$ cat src/sv/mdq_pkg.sv
package mdq_pkg;

  // command codes carried in the cmd field
  typedef enum logic [2:0] {
    CMD_PUSH_FRONT = 3'd0,
    CMD_PUSH_BACK  = 3'd1,
    CMD_READ       = 3'd2,
    CMD_REMOVE     = 3'd3,
    CMD_CLEAR      = 3'd4
  } cmd_e;

  // status codes carried in the status field
  typedef enum logic [1:0] {
    ST_DONE   = 2'd0,
    ST_FULL   = 2'd1,
    ST_ABSENT = 2'd2
  } status_e;

  // what an entry cell loads at the next edge
  typedef enum logic [1:0] {
    CELL_HOLD      = 2'd0,
    CELL_LOAD      = 2'd1,
    CELL_TAKE_PREV = 2'd2,
    CELL_TAKE_NEXT = 2'd3
  } cell_op_e;

  localparam int MSG_BITS    = 32;
  localparam int POS_BITS    = 8;
  localparam int COUNT_BITS  = 5;

  typedef struct packed {
    logic [2:0]          cmd;
    logic [MSG_BITS-1:0] msg_in;
    logic [POS_BITS-1:0] position;
  } cmd_word_t;

  typedef struct packed {
    logic [MSG_BITS-1:0]   msg_out;
    logic [1:0]            status;
    logic [COUNT_BITS-1:0] entry_count;
  } rsp_word_t;

endpackage

$ cat src/sv/message_deque_indexed_remove_core.sv
// message deque with insert at front, append, read and remove at any position, and clear
// response: a command's response is registered when the command is accepted
// throughput: one command per cycle while the response side does not stall; the entry
//   cells all shift by one place together, and the response register frees as soon as it is taken
// reset: synchronous; count and response valid clear, entry cells keep contents
module message_deque_indexed_remove_core #(
  parameter int DEPTH     = 16,
  parameter int MSG_WIDTH = 32
) (
  input  logic               clk,
  input  logic               rst,
  input  logic               cmd_valid,
  output logic               cmd_stall,
  input  mdq_pkg::cmd_word_t cmd_word,
  output logic               rsp_valid,
  input  logic               rsp_stall,
  output mdq_pkg::rsp_word_t rsp_word
);
  import mdq_pkg::*;

  localparam int CNT_W = $clog2(DEPTH + 1);
  localparam int IDX_W = $clog2(DEPTH);

  logic [CNT_W-1:0]     occ;
  logic [CNT_W-1:0]     occ_next;
  logic                 accept;
  logic                 front_en;
  logic                 back_en;
  logic                 remove_en;
  logic                 take_msg;
  logic                 pos_ok;
  logic [1:0]           status;
  logic [POS_BITS:0]    pos_x;
  logic [POS_BITS:0]    occ_x;
  logic [CNT_W+POS_BITS:0] occ_wide;
  logic [MSG_WIDTH-1:0] new_word;
  logic [MSG_WIDTH-1:0] rd_word;
  logic [MSG_WIDTH+MSG_BITS-1:0] in_wide;
  logic [MSG_WIDTH+MSG_BITS-1:0] out_wide;
  logic [CNT_W+COUNT_BITS-1:0]   cnt_wide;
  rsp_word_t            rsp_next;
  logic [MSG_WIDTH-1:0] cell_word [DEPTH];
  cell_op_e             cell_op   [DEPTH];

  // handshake: the response register parts the two sides
  assign cmd_stall = rsp_valid && rsp_stall;
  assign accept    = cmd_valid && !cmd_stall;

  // message kept to its low MSG_WIDTH bits
  assign in_wide  = {{MSG_WIDTH{1'b0}}, cmd_word.msg_in};
  assign new_word = in_wide[MSG_WIDTH-1:0];

  // position check against the current count
  assign pos_x    = {1'b0, cmd_word.position};
  assign occ_wide = {{(POS_BITS + 1){1'b0}}, occ};
  assign occ_x    = occ_wide[POS_BITS:0];
  assign pos_ok   = pos_x < occ_x;

  // read port over the cells
  assign rd_word = cell_word[cmd_word.position[IDX_W-1:0]];

  // command decode
  always_comb begin
    occ_next  = occ;
    status    = ST_DONE;
    front_en  = 1'b0;
    back_en   = 1'b0;
    remove_en = 1'b0;
    take_msg  = 1'b0;
    unique case (cmd_word.cmd)
      CMD_PUSH_FRONT: begin
        if (occ == CNT_W'(DEPTH)) begin
          status = ST_FULL;
        end else begin
          front_en = 1'b1;
          occ_next = occ + CNT_W'(1);
        end
      end
      CMD_PUSH_BACK: begin
        if (occ == CNT_W'(DEPTH)) begin
          status = ST_FULL;
        end else begin
          back_en  = 1'b1;
          occ_next = occ + CNT_W'(1);
        end
      end
      CMD_READ: begin
        if (pos_ok) begin
          take_msg = 1'b1;
        end else begin
          status = ST_ABSENT;
        end
      end
      CMD_REMOVE: begin
        if (pos_ok) begin
          take_msg  = 1'b1;
          remove_en = 1'b1;
          occ_next  = occ - CNT_W'(1);
        end else begin
          status = ST_ABSENT;
        end
      end
      CMD_CLEAR: begin
        occ_next = '0;
      end
      default: begin
      end
    endcase
  end

  // response word
  assign out_wide = {{MSG_BITS{1'b0}}, (take_msg ? rd_word : {MSG_WIDTH{1'b0}})};
  assign cnt_wide = {{COUNT_BITS{1'b0}}, occ_next};
  always_comb begin
    rsp_next.msg_out     = out_wide[MSG_BITS-1:0];
    rsp_next.status      = status;
    rsp_next.entry_count = cnt_wide[COUNT_BITS-1:0];
  end

  // chain of entry cells
  for (genvar i = 0; i < DEPTH; i++) begin : g_cell
    logic [MSG_WIDTH-1:0] prev_word;
    logic [MSG_WIDTH-1:0] next_word;

    if (i == 0) begin : g_first
      assign prev_word = new_word;
    end else begin : g_mid_prev
      assign prev_word = cell_word[i-1];
    end

    if (i == DEPTH - 1) begin : g_last
      assign next_word = cell_word[i];
    end else begin : g_mid_next
      assign next_word = cell_word[i+1];
    end

    // shift toward the back on front insert, toward the front on remove
    always_comb begin
      cell_op[i] = CELL_HOLD;
      if (accept && front_en) begin
        if (i == 0) begin
          cell_op[i] = CELL_LOAD;
        end else if (CNT_W'(i) <= occ) begin
          cell_op[i] = CELL_TAKE_PREV;
        end
      end else if (accept && back_en && (CNT_W'(i) == occ)) begin
        cell_op[i] = CELL_LOAD;
      end else if (accept && remove_en && ((POS_BITS + 1)'(i) >= pos_x) &&
                   (CNT_W'(i + 1) < occ)) begin
        cell_op[i] = CELL_TAKE_NEXT;
      end
    end

    mdq_cell #(
      .MSG_WIDTH(MSG_WIDTH)
    ) u_cell (
      .clk      (clk),
      .op       (cell_op[i]),
      .new_word (new_word),
      .prev_word(prev_word),
      .next_word(next_word),
      .word     (cell_word[i])
    );
  end

  // count and response valid
  always_ff @(posedge clk) begin
    if (rst) begin
      occ       <= '0;
      rsp_valid <= 1'b0;
    end else if (accept) begin
      occ       <= occ_next;
      rsp_valid <= 1'b1;
    end else if (!rsp_stall) begin
      rsp_valid <= 1'b0;
    end
  end

  // response payload
  always_ff @(posedge clk) begin
    if (accept) begin
      rsp_word <= rsp_next;
    end
  end

  // checks
  a_occ_bound: assert property (@(posedge clk) disable iff (rst)
    occ <= CNT_W'(DEPTH))
    else $error("entry count above depth");

  a_count_match: assert property (@(posedge clk) disable iff (rst)
    rsp_valid |-> rsp_word.entry_count == cnt_wide[COUNT_BITS-1:0] ||
                  rsp_word.entry_count == occ_wide[COUNT_BITS-1:0])
    else $error("response count differs from stored count");

  a_fail_zero: assert property (@(posedge clk) disable iff (rst)
    rsp_valid && (rsp_word.status != ST_DONE) |-> rsp_word.msg_out == '0)
    else $error("refused command returned a message");

  a_accept_rsp: assert property (@(posedge clk) disable iff (rst)
    accept |=> rsp_valid)
    else $error("accepted command gave no response");

endmodule

$ cat src/sv/mdq_cell.sv
module mdq_cell #(
  parameter int MSG_WIDTH = 32
) (
  input  logic                 clk,
  input  mdq_pkg::cell_op_e    op,
  input  logic [MSG_WIDTH-1:0] new_word,
  input  logic [MSG_WIDTH-1:0] prev_word,
  input  logic [MSG_WIDTH-1:0] next_word,
  output logic [MSG_WIDTH-1:0] word
);
  import mdq_pkg::*;

  // one stored entry, loaded from the new word or a neighbor
  always_ff @(posedge clk) begin
    case (op)
      CELL_LOAD:      word <= new_word;
      CELL_TAKE_PREV: word <= prev_word;
      CELL_TAKE_NEXT: word <= next_word;
      default:        word <= word;
    endcase
  end

endmodule

$ cat config.mk
export PLATFORM = sky130hd
export DESIGN_NAME = message_deque_indexed_remove_core
export DESIGN_NICKNAME = d
export VERILOG_FILES = /design/src/sv/mdq_pkg.sv /design/src/sv/message_deque_indexed_remove_core.sv /design/src/sv/mdq_cell.sv
export SDC_FILE = /design/constraint.sdc
export NUM_CORES = 1
export LEC_CHECK = 0
export BUFFER_PORTS_ARGS = -buffer_cell sky130_fd_sc_hd__buf_2
export CORE_AREA = 2 2 242 244
export CTS_CLUSTER_SIZE = 30
export DETAILED_ROUTE_END_ITERATION = 6
export DIE_AREA = 0 0 244 246
export PLACE_DENSITY_LB_ADDON = 0.1
export SLEW_MARGIN = 20
export SYNTH_ARGS = -nofsm -noshare
export SYNTH_HDL_FRONTEND = slang
export SYNTH_SLANG_ARGS = --single-unit
$ cat constraint.sdc
create_clock -name clk -period 7.93 [get_ports clk]
set_clock_uncertainty 0.2 [all_clocks]
set_input_delay 0.793 -clock clk [delete_from_list [all_inputs] [get_ports clk]]
set_output_delay 0.793 -clock clk [all_outputs]
set_load 0.03 [all_outputs]
==> summary.txt, run 1 <==
Route
  – WL per Instance: 35.7 µm
  – Drt pass-1 iters: 7
  – Met2 wire length: 49600 µm
  – Starting DRT DRC Count: 2847
  – Via count: 22600
  – DRC viols: 0
  – Vias per std cell: 7.59
  – DR top layer: met5
  – Final ANT Viol Nets: 0
  – Met3 WL: 12400 µm
  – M1 WL: 39600 µm
  – Post-Route WL: 106000 µm

Setup path
  – Reg2reg path depth: 9
  – Critical Path Start: occ[4]
  – Worst-path maximum fanout: 19
  – Critical-path cell list: clkinv_1, ha_1, or3_2, a211oi_2, buf_4, a32oi_1, ha_2, clkinv_1, buf_4
  – Critical Path Max Stage Delay: 780 ps
  – Startpoint types: register
  – R2R Path End: g_cell[15].u_cell.word[18]
  – CP required: 8090 ps
  – Max stage delay cell, worst path: or3_2
  – Reg-to-reg setup timing slack: 2630 ps
  – CP Class: reg2reg
  – CP endpoint: g_cell[15].u_cell.word[18]
  – Arr. time, crit path: 5450 ps
  – CP endpoint kind: register
  – Worst r2r src: occ[4]

Clock tree
  – Post-CTS sizing: 0
  – Cts hold-fix bufs: 0
  – CTS tree: yes
  – Clk sinks: 557
  – H-tree levels: 2
  – Reg clk slew, reported paths: 60 ps
  – Total CTS buffers: 61
  – Clock buffer depth: 3
  – Postcts setup bufs: 0
  – Clock Tree Root: clkbuf_16
  – Later-pin clock latency in the skew report: 650 ps

STA
  – Final setup viols: 0
  – Fin crit period: 5300 ps
  – Max Fclk: 189 MHz
  – Hold Fails Final Rpt: 0
  – Setup TNS: 0 ps
  – RSZ-0062 raised after global routing: false
  – Final worst-path cycle share: 66.8%
  – Worst-Margin Slew: 1190 ps
  – Max transition margin: 20.7%
  – Max-slew violations: 0

Logic synthesis
  – Syn Area/Cell: 14.4 µm²
  – Post-synth EDFFs: 551
  – Synth Cell Area: 31200 µm²
  – Cells after synthesis: 2167
  – Post-synthesis sequential area ratio: 53.3%
  – Seq cells post-synth: 557
  – Post-synth cell types: 64
  – Synthesized Nets: 2224
  – Synth warn: 0
  – Synth Flop Type: edfxtp_1
  – Fraction of registers with async set/reset: 0%

GRT
  – First-pass GRT wire length: 155000 µm
  – Initial antenna violation count: 9
  – Vias in the first global route: 22600
  – Largest net degree at the start of global routing: 71
  – GRT Util Overall: 35.3%
  – Overflow after GRT: 0

Floorplanning
  – Die height: 246 µm
  – Die Area: 60000 µm²
  – Ports: 88
  – Site Rows: 88
  – Die Wd: 244 µm
  – Starting Density: 54.5%
  – CORE AREA: 57400 µm²

Outcome
  – Status: completed

Pwr
  – Power per cell area: 197 nW/µm²
  – Worst vdd ir: 186 µV
  – Leak: 0.0129 µW

Run
  – Max Cap Violations: 0

Layout
  – Layout net count: 2217
  – Finished Cell Area: 34600 µm²
  – Share of cells above drive strength 1: 23.2%
  – Synth-to-layout area growth: 10.6%
  – Most frequent cells in the layout: edfxtp_1, a22o_1, a21o_1
  – Commonest non-fill, non-tap cell in the layout: edfxtp_1
  – Filler instances: 4342

Placement
  – Placement Cell Area: 32400 µm²
  – Gp weighted congestion: 0.877
  – Port Buffers: 87
  – DPL Wire Length: 61000 µm

Worst hold path
  – Worst Hold Class: in2reg
[flip-flops by register name (all words and copies together) (netlist names)]
| register | count |
|---|---|
| rsp_word | 39 |
| g_cell.u_cell.word | 512 |
| rsp_valid | 1 |
| occ | 5 |
[per-layer routing]
metal | vias to the layer above | global-route usage, %
met1 | 11600 | 45.9
met4 | 6 | 14.9
met5 | - | 0
met2 | 1610 | 56.5
li1 | 9054 | -
met3 | 320 | 9.14
[how the worst min path moves through the flow]
stage / startpoint / endpoint / cells past startpoint
floorplan: g_cell[1].u_cell.word[10] / g_cell[0].u_cell.word[10] / 1
global placement: g_cell[1].u_cell.word[9] / g_cell[0].u_cell.word[9] / 1
detailed placement: g_cell[1].u_cell.word[22] / g_cell[0].u_cell.word[22] / 1
CTS: cmd_valid / rsp_valid / 2
global route: cmd_valid / rsp_valid / 2
finish: cmd_valid / rsp_valid / 2
[layout make-up]
class	count	area [µm²]	area share (%)
Clock buffer	75	1620	4.69
Tap cell	765	957	2.77
Clock inverter	39	458	1.33
Timing Repair Buffer	162	1060	3.08
Multi-Input combinational cell	1367	13700	39.8
Sequential cell	557	16700	48.2
Antenna cell	2	5.00	0.0145
Inverter	11	41.3	0.119
[Yosys cell counts (all sizes together), types with 5 or more instances]
library cell,n,area share (%)
edfxtp,551,53
a21o,292,7.0
a22o,292,8.2
and2,164,3.3
a221o,160,5.1
mux4,160,12
clkbuf,150,1.8
buf,82,1.9
mux2,64,2.3
and3,37,0.74
nor2,34,0.53
nand2,25,0.30
o21ai,23,0.37
a21oi,20,0.32
ha,10,0.40
inv,10,0.12
a2111oi,9,0.79
a31oi,9,0.18
nand3,8,0.13
nor3,8,0.14
dfxtp,6,0.38
or3,5,0.10
[through the flow]
step / util, % / setup slack [ps] / total power, µW / cells / hold slack (ps)
after floorplan: - / 1520 / 3680 / 2167 / 339
after global placement: 56.5 / 2630 / 3820 / 2859 / 360
after detailed placement: 56.5 / 2540 / 3840 / 2860 / 369
after CTS: 60.2 / 2520 / 6800 / 2974 / 176
after global routing: 60.2 / 2380 / 6940 / 2977 / 195
final: 60.2 / 2630 / 6800 / 2978 / 195
[worst max-delay path: cells and delay by family (launching register included)]
family / cells / cell delay [ps]
flip-flops: 1 / 700
adder cells (fa/ha/maj): 2 / 800
AND/OR/NAND/NOR: 1 / 780
buffers and inverters: 4 / 2060
AO/OA/AOI/OAI: 2 / 450
[power breakdown]
| group | internal (µW) | switching (µW) | leakage, µW |
|---|---|---|---|
| Clock | 1770 | 1250 | 0.00102 |
| Sequential | 3270 | 17.7 | 0.00505 |
| Combinational | 218 | 279 | 0.00684 |
| Total | 5260 | 1540 | 0.0129 |
[cells by family after synthesis]
kind of cell / count (synthesis) / synth area share, %
buf+inv: 243 / 3.84
xor+xnor: 2 / 0.0561
flops: 557 / 53.3
simple gates: 294 / 5.58
compound gates: 836 / 22.9
fa+ha+maj: 10 / 0.400
mux: 225 / 13.9
Note: power is estimated with default switching activity, not from simulation.
==> inputs of run 2 (changes only) <==
==> constraint.sdc (replaced) <==
create_clock -name clk -period 4.7 [get_ports clk]
set_clock_uncertainty 0.2 [all_clocks]
set_input_delay 0.47 -clock clk [delete_from_list [all_inputs] [get_ports clk]]
set_output_delay 0.47 -clock clk [all_outputs]
set_load 0.03 [all_outputs]
==> summary.txt, run 2 (synthesis results as in run 1) <==
Floorplanning
  – Die height: 246 µm (unchanged)
  – Ports: 88 (unchanged)
  – CORE AREA: 57400 µm² (unchanged)
  – Die Wd: 244 µm (unchanged)
  – Die Area: 60000 µm² (unchanged)
  – Starting Density: 54.5% (unchanged)
  – Site Rows: 88 (unchanged)

Worst hold path
  – Worst Hold Class: in2reg
  – Worst Hold Depth: 3 (+1)

Setup path
  – CP required: 4880 ps (-3210 ps)
  – Arr. time, crit path: 4160 ps (-1290 ps)
  – Startpoint types: register
  – CP endpoint kind: register
  – CP Class: reg2reg
  – Reg2reg path depth: 9 (unchanged)
  – Worst-path maximum fanout: 33 (+14)

Layout
  – Top flop regs: g_cell.u_cell.word (512), rsp_word (39), occ (5)
  – Register with the most flip-flops: g_cell.u_cell.word
  – Synth-to-layout area growth: 11.2%
  – Filler instances: 4330 (-0.28%)
  – Commonest non-fill, non-tap cell in the layout: edfxtp_1
  – Layout net count: 2245 (+1.3%)
  – Share of cells above drive strength 1: 23.7% (+0.49 points)
  – Largest register FFs: 512 (unchanged)
  – Most frequent cells in the layout: edfxtp_1, a22o_1, a21o_1

Clock tree
  – H-tree levels: 2 (unchanged)
  – Later-pin clock latency in the skew report: 660 ps (about the same)
  – Clock buffer depth: 3 (unchanged)
  – Clk sinks: 557 (unchanged)
  – Postcts setup bufs: 0 (unchanged)
  – Post-CTS sizing: 0 (unchanged)
  – CTS tree: yes
  – Reg clk slew, reported paths: 60 ps (about the same)
  – Clock Tree Root: clkbuf_16
  – Total CTS buffers: 61 (unchanged)

Pwr
  – Worst vdd ir: 328 µV (+76%)
  – Pint: 8610 µW (+64%)
  – Logic pwr share: 7.7% (+0.4 points)
  – Leak: 0.0130 µW (+0.85%)
  – Sw power: 2580 µW (+68%)
  – Switching portion of total power: 23.1% (+0.38 points)
  – Power share of the clock group: 42.9% (-1.5 points)
  – Flop pwr share: 49.4% (+1.1 points)
  – Power per cell area: 322 nW/µm² (+64%)

STA
  – Setup TNS: 0 ps (unchanged)
  – Max Fclk: 251 MHz (+33%)
  – Max-slew violations: 0 (unchanged)
  – RSZ-0062 raised after global routing: false
  – Final worst-path cycle share: 84.7% (+18 points)
  – Max transition margin: 20.9% (+0.22 points)
  – Final setup viols: 0 (unchanged)
  – Fin crit period: 3980 ps (-1320 ps)
  – Hold Fails Final Rpt: 0 (unchanged)
  – Hold WS: 124 ps (-70.6 ps)
  – Worst-Margin Slew: 1180 ps (-3.23 ps)

GRT
  – Vias in the first global route: 22600 (+0.30%)
  – GRT Util Overall: 35.9% (+0.57 points)
  – Initial antenna violation count: 12 (+3)
  – Largest net degree at the start of global routing: 104 (+46%)
  – First-pass GRT wire length: 158000 µm (+1.5%)
  – Overflow after GRT: 0 (unchanged)

Run
  – Max Cap Violations: 0 (unchanged)

Route
  – Via count: 23100 (+2.1%)
  – Final ANT Viol Nets: 0 (unchanged)
  – Drt pass-1 iters: 6 (-1)
  – Post-Route WL: 108000 µm (+1.4%)
  – Starting DRT DRC Count: 3517 (+24%)
  – DRC viols: 0 (unchanged)
  – WL per Instance: 35.9 µm (+0.49%)
  – Vias per std cell: 7.68 (+1.2%)

Placement
  – Gp weighted congestion: 0.900 (+2.6%)
  – Port Buffers: 87 (unchanged)
  – DPL Wire Length: 61800 µm (+1.2%)

Outcome
  – Status: completed
==> run 2: per-stage QoR <==
stage,area (µm²),utilization [%],cells,setup slack (ps),power [µW]
floorplan,31200,-,2167,-49.1,6210
global placement,32700,56.9,2883,693,6460
detailed placement,32700,56.9,2883,686,6480
CTS,34600,60.4,2998,782,11200
global route,34700,60.6,3002,567,11500
finish,34700,60.6,3004,720,11200
==> run 2: layer usage <==
layer	vias up	track usage [%]	wire (µm)
met5	-	0	23
met4	4	13.3	4240
met3	269	9.27	14500
met2	1896	53.3	47500
met1	11800	51.1	41600
li1	9122	-	-
==> run 2: critical path, cell delays in order, from the launching register on <==
cell	delay [ps]
dfxtp_1	480
inv_1	140
ha_1	290
o211ai_1	90
o211ai_2	220
buf_4	340
a2111oi_4	150
nor2_4	910
o21ai_4	500
buf_4	370
==> run 2: path summary, 6_finish.rpt <==
| kind | slack (ps) | to | start |
|---|---|---|---|
| hold / removal | 120 | rsp_word[1] | cmd_word[42] |
| setup reg to reg | 720 | g_cell[13].u_cell.word[8] | occ[2] |
| hold reg to reg | 400 | g_cell[0].u_cell.word[7] | g_cell[1].u_cell.word[7] |
| setup / recovery | 720 | g_cell[13].u_cell.word[8] | occ[2] |
==> run 2: cell type report <==
class,count,area [µm²],share of cell area [%]
clock inverters,38,338,0.972
clock buffers,74,1600,4.59
diodes,2,5.00,0.0144
multi-input cells,1367,13800,39.6
repair buffers,190,1390,4.00
well taps,765,957,2.75
inverters,11,41.3,0.119
flip-flops and latches,557,16700,48.0
==> run 2: repair_timing <==
item	CTS	global route
endpoints found under the setup margin	0	0
hold buffers	3	0
endpoints found under the hold margin	2	0
==> run 2: power groups by stage <==
| stage | sequential, µW | clock (µW) | combinational (µW) |
|---|---|---|---|
| CTS | 5530 | 4840 | 850 |
| global route | 5530 | 5020 | 904 |
| detailed placement | 5640 | 0 | 844 |
| floorplan | 5670 | 0 | 537 |
| global placement | 5640 | 0 | 825 |
| finish | 5530 | 4810 | 859 |
